**config.mk**
```make
export PLATFORM = sky130hd
export DESIGN_NAME = hpp_regs
export DESIGN_NICKNAME = d
export VERILOG_FILES = /design/src/design/hpp_pkg.sv /design/src/design/hpp_regs.sv
export SDC_FILE = /design/constraint.sdc
export NUM_CORES = 1
export LEC_CHECK = 0
export ABC_AREA = 1
export CAP_MARGIN = 20
export CORE_AREA = 3 3 202 204
export DETAILED_ROUTE_END_ITERATION = 10
export DIE_AREA = 0 0 205 207
export DONT_BUFFER_PORTS = 1
export PLACE_DENSITY = 0.74
export SETUP_SLACK_MARGIN = 0.3
export SLEW_MARGIN = 25
export SYNTH_ARGS = -nofsm -noshare
export SYNTH_HDL_FRONTEND = slang
export SYNTH_SLANG_ARGS = --single-unit
```
**constraint.sdc**
```tcl
create_clock -name clk -period 1.99 [get_ports clk]
set_input_delay 0.199 -clock clk [delete_from_list [all_inputs] [get_ports clk]]
set_output_delay 0.199 -clock clk [all_outputs]
set_load 0.02 [all_outputs]
```
**src/design/hpp_pkg.sv**
```systemverilog
// Shared types and constants for the homogeneous point projector.
// No dependencies; imported by the register file and the top level.
package hpp_pkg;

	localparam int NUM_REGS  = 6;
	localparam int ADDR_BITS = 6;
	localparam int WORD_BITS = 64;

	// Register indexes on the configuration port
	localparam logic [2:0] REG_ROW0_COLS01 = 3'd0;
	localparam logic [2:0] REG_ROW0_COLS23 = 3'd1;
	localparam logic [2:0] REG_ROW1_COLS01 = 3'd2;
	localparam logic [2:0] REG_ROW1_COLS23 = 3'd3;
	localparam logic [2:0] REG_ROW3_COLS01 = 3'd4;
	localparam logic [2:0] REG_ROW3_COLS23 = 3'd5;

	localparam logic [WORD_BITS-1:0] RST_ROW0_COLS01 = 64'h0000_0000_0001_0000;
	localparam logic [WORD_BITS-1:0] RST_ROW1_COLS01 = 64'h0001_0000_0000_0000;
	localparam logic [WORD_BITS-1:0] RST_ROW3_COLS23 = 64'h0001_0000_0000_0000;
	localparam logic [WORD_BITS-1:0] RST_ZERO        = 64'h0;

	typedef logic [WORD_BITS-1:0] reg_word_t;

	// Matrix rows 0, 1 and 3, two coefficients per word
	typedef struct packed {
		reg_word_t r0c01;
		reg_word_t r0c23;
		reg_word_t r1c01;
		reg_word_t r1c23;
		reg_word_t r3c01;
		reg_word_t r3c23;
	} hpp_matrix_t;

endpackage

```
**src/design/hpp_regs.sv**
```systemverilog
// APB-style register file holding the projection matrix coefficients.
// Depends on hpp_pkg.
module hpp_regs import hpp_pkg::*; (
	input  logic                 clk,
	input  logic                 arst_n,
	input  logic                 psel,
	input  logic                 penable,
	input  logic                 pwrite,
	input  logic [ADDR_BITS-1:0] paddr,
	input  reg_word_t            pwdata,
	output reg_word_t            prdata,
	output logic                 pready,
	output hpp_matrix_t          matrix
);

	logic [2:0]  idx;
	logic        wr_en;
	hpp_matrix_t mat_q;

	assign idx    = paddr[ADDR_BITS-1:3];
	assign wr_en  = psel & penable & pwrite;
	assign pready = 1'b1;
	assign matrix = mat_q;

	// Write the addressed word; drop writes beyond the last register
	always_ff @(posedge clk or negedge arst_n) begin
		if (!arst_n) begin
			mat_q.r0c01 <= RST_ROW0_COLS01;
			mat_q.r0c23 <= RST_ZERO;
			mat_q.r1c01 <= RST_ROW1_COLS01;
			mat_q.r1c23 <= RST_ZERO;
			mat_q.r3c01 <= RST_ZERO;
			mat_q.r3c23 <= RST_ROW3_COLS23;
		end else if (wr_en) begin
			case (idx)
				REG_ROW0_COLS01: mat_q.r0c01 <= pwdata;
				REG_ROW0_COLS23: mat_q.r0c23 <= pwdata;
				REG_ROW1_COLS01: mat_q.r1c01 <= pwdata;
				REG_ROW1_COLS23: mat_q.r1c23 <= pwdata;
				REG_ROW3_COLS01: mat_q.r3c01 <= pwdata;
				REG_ROW3_COLS23: mat_q.r3c23 <= pwdata;
				default: ;
			endcase
		end
	end

	// Read back the addressed word
	always_comb begin
		case (idx)
			REG_ROW0_COLS01: prdata = mat_q.r0c01;
			REG_ROW0_COLS23: prdata = mat_q.r0c23;
			REG_ROW1_COLS01: prdata = mat_q.r1c01;
			REG_ROW1_COLS23: prdata = mat_q.r1c23;
			REG_ROW3_COLS01: prdata = mat_q.r3c01;
			REG_ROW3_COLS23: prdata = mat_q.r3c23;
			default:         prdata = RST_ZERO;
		endcase
	end

endmodule

```
Word-level counts from Yosys, hierarchy flattened

Index checks and enable logic that the tools add are counted.

Word-level logic and storage cells: 21
Output and inout bits: 449
Register bits: 384
Input port bits: 75

Reduce and logical (&&, ||, !) cells: 7
Equal/unequal tests: 5
Mux-type cells: 1
Bitwise operators: 2

Operators with widths:

| operator             | number |
|---|---|
| $pmux W64 S6         | 1 |
| $reduce_and A2 Y1    | 6 |
| $eq A3 B2 Y1 const B | 2 |
| $eq A3 B3 Y1 const B | 2 |
| $eq A3 B1 Y1 const B | 1 |
| $logic_not A3 Y1     | 1 |
| $and A1 B1 Y1        | 2 |

Depth between registers and ports, before layout

Word-level depth: 3
Gate-level depth with buffers: 9
Mapped depth without buffers: 6

Worst setup path before layout

Ideal clock, no wire load.

Path kind: input to output
Start point: input port paddr[4]
End point: output port prdata[35]
Setup slack: 512 ps
Arrival: 1,279 ps
Path buffers: 3
Required time: 1,791 ps
Stages: 8
Cells stage by stage: buf_2 nor2_4 buf_2 clkbuf_1 nand3_1 o21ai_0 inv_1 nand2_1

Cells in the longest elaborated chain, start to end: 2
Elaborated cells between the ends (all ways): 7
Classes of those cells: eq/ne: 5; mux: 1; reduce/logical: 1

Ends and longest elaborated chain:

| item                                 | RTL line       | text |
|---|---|---|
| start, declared                      | hpp_regs.sv:9  | `input logic [ADDR_BITS-1:0] paddr,` |
| $eq A3 B3 Y1 (tied with other cells) | hpp_regs.sv:49 | `case (idx)` |
| $pmux W64 S6 *                       | hpp_regs.sv:49 |  |
| end, declared                        | hpp_regs.sv:11 | `output reg_word_t prdata,` |

Mark *: on every way between the ends. The rest lies on a longest branch, timed or not.

Final worst setup path

Start point: register mat_q (netlist bit matrix[240])
End point: output port prdata[48]

Cells in the longest elaborated chain, start to end: 1

Ends and longest elaborated chain:

| item            | RTL line       | text |
|---|---|---|
| start, declared | hpp_regs.sv:18 | `hpp_matrix_t mat_q;` |
| $pmux W64 S6    | hpp_regs.sv:49 |  |

Every way passes these cells.

==> metrics.txt <==
outcome=finished, violations left; failing checks=hold timing, slew limit; detailed-route DRC error count=0; Fin. Hold Viols=382; fin worst setup slack=205 ps; crit share post-route=89.7%; pre-CTS WS=290 ps; fmax=560 MHz; Arr. time, crit path=1590 ps; Routed WL=69,300 microns; clock root cell=clkbuf_16; number of synthesis warnings=0; Slew @ Worst Pin=1680 ps; fill cell count=3,365; Period minus WS final=1780 ps; CP max-delay cell=dfstp_2; Worst-Skew Late Latency=550 ps; largest net degree at the start of global routing=385; GRT Overall Usage=31.3%; CP Launch Type=flop; Net Count, Synth=2,504; critical path class=flop to output port; worst reg-to-reg path cell count=3; die footprint=42,400 sq um; clock transition at the registers of the reported paths=60 ps; FFs w/ async S/R, synth=100%; Leak=10.3 nW; Buf/Inv on CP=0; Initial Utilization=47.3%; crit end category=output port; Rows=73; Die W=205 microns; synthesis-stage register bit count=384; core footprint=39,500 sq um; top layer used by detailed routing=met4; Switching Share=36.5%; Synth top cells by count=nand2_1, dfrtp_1, o21ai_0, nand4_1, inv_1; H-tree depth=2; CTS tree=done; Iter 0 DRT Violations=2,098; WL/cell=23.6 microns; Crit. path cell count=4; Hold Buf Count CTS=65; initial antenna violation count=1; area delta synth->final=17.4%; post-synthesis cell count=2,429; max cap viols=0; main flop type after synthesis=dfrtp_1; antenna-violating nets left=0; slew margin rel.=-12.1%; maximum buffer depth of the clock tree=3; r2r startpoint=matrix[23]$_DFFE_PN0P_; register area share after synthesis=51.5%; metal3 WL=9070 microns; Die Y=207 microns; Setup crit start=matrix[240]$_DFFE_PN1P_; GPL Wtd Cong=0.897; Nets=2,455; met2 WL post-DR=32,500 microns; area leader, netlist=dfrtp_1; Hold WS=-649 ps; first-pass GRT wire length=105,000 microns; clk_skew=0 ps; CP required=1790 ps; top-count cell post-synth=nand2_1; switching power total=0.00886 W; vias in the first global route=17.4k; maximum fanout along the worst path=3; TritonRoute pass-1 iters=7; Logic pwr share=12.3%; synth top area cells=dfrtp_1, nand2_1, o21ai_0, nand4_1, inv_1; Slowest Stage Delay on Critical Path=630 ps; CP Cell Sequence=nand4_1 > nand2_1 > nor2_1 > nand2_2; Reg power frac=54.6%; Metal-1 WL=24,300 microns; gr ovfl total=0; share of post-route cells with drive strength above 1=24.8%; Largest register FFs=384; Post-Syn Area per Cell=7.69 sq um; # setup viols final=0; family with the most delay on the worst path=flip-flops; Num CTS Buffers=41; Pint=0.0154 W; # IOs=524; number of synthesized flops with an enable pin=0; Yosys top cell area share=51.1%; vias=18.2k; setup_tns=0 ps; clock share of power=33.1%; IO buf count=0; P per Cell Area=1110 nW/um^2; CTS Sinks=384; Hold Path Class=input port to asynchronous set/reset pin; Final Max Tran Viols=122; Netlist cell types=22; DR vias/cell=6.18; VDD IR-drop max=869 uV; placed wire-length estimate after detailed placement=41,000 microns; RSZ-0062 raised after global routing=true; Syn Std Cell Area=18,700 sq um
## layout by cell type, fill, tap and decap left out, types with 2 or more instances in the layout
cell           count
buf_12            19
clkbuf_1           9
inv_2             11
clkbuf_16         43
nor2_1            35
bufinv_16          3
nor2_2            46
nor2_4             5
dlygate4sd3_1     65
dfstp_2            3
buf_4             26
dfrtp_2          326
dfrtp_1           55
inv_1            167
diode_2            2
o21ai_0          363
nand3_4            3
clkinv_2           5
nand4_1          176
nand2_2           68
nand3_2           10
nand2_4            4
inv_6              3
nand2_1          748
clkbuf_8          13
a21oi_1           10
a21oi_2            7
o21ai_1           66
nand3_1          119
## final timing paths
kind,end,slack [ps]
max,prdata[48],210
min in group clk,matrix[149]$_DFFE_PN0P_,70
max reg2reg,matrix[23]$_DFFE_PN0P_,1090
max in group asynchronous,matrix[6]$_DFFE_PN0P_,1170
min reg2reg,matrix[48]$_DFFE_PN1P_,550
min,matrix[264]$_DFFE_PN0P_,-650
## what timing repair did
action / 4_1_cts / 5_1_grt
hold endpoints to repair: 768 / 384
endpoints found under the setup margin: 64 / 64
gates resized for setup: 311 / 160
setup buffers: 2 / 1
pin swaps: 23 / 87
## through the flow
step	cell area, sq um	hold WS, ps	cells	util, %	total power, W
2_1_floorplan	18700	-96.6	2429	-	0.0143
6_report	21900	-649	2940	55.5	0.0242
3_5_place_dp	19000	-88.5	2794	48.2	0.0156
5_1_grt	21900	-688	2939	55.5	0.0252
3_3_place_gp	19000	-88.4	2794	48.2	0.0154
4_1_cts	21600	-686	2937	54.7	0.0241
## routing by layer
metal	vias up	GRT usage, %
li1	7839	-
met1	8703	38.9
met2	1330	49.3
met3	290	9.63
met4	0	15.8
met5	-	0
## cells by family (layout without fill, tap and decap cells)
kind of cell           after synthesis  in the layout  synth area share, %
AND/OR/NAND/NOR                   1215           1215                 28.0
AO/OA/AOI/OAI                      447            447                 12.0
flip-flops                         384            384                 51.5
buffers and inverters              382            366                 8.53
other                                1              3               0.0201
## worst reg2reg max path, stage by stage, from the launching register on
cell     delay [ps]
dfrtp_2         450
inv_2            70
buf_4           130
o21ai_0         160
## power groups by stage
| stage | Combinational (W) | Sequential [W] | Clock (W) |
|---|---|---|---|
| 2_1_floorplan | 0.00214 | 0.0122 | 0 |
| 3_3_place_gp | 0.00243 | 0.0130 | 0 |
| 3_5_place_dp | 0.00258 | 0.0130 | 0 |
| 4_1_cts | 0.00284 | 0.0131 | 0.00814 |
| 5_1_grt | 0.00337 | 0.0134 | 0.00848 |
| 6_report | 0.00299 | 0.0132 | 0.00803 |
## final cells by class
cell class	instances	area, sq um	share of cell area (%)
diodes	2	5.00	0.0228
clock buffers	65	1290	5.88
well taps	525	657	3.00
repair buffers	111	1240	5.65
inverters	179	677	3.09
clock inverters	11	140	0.639
multi-input cells	1663	7890	36.0
flip-flops and latches	384	10000	45.7
Power figures use the tool's default switching activity.
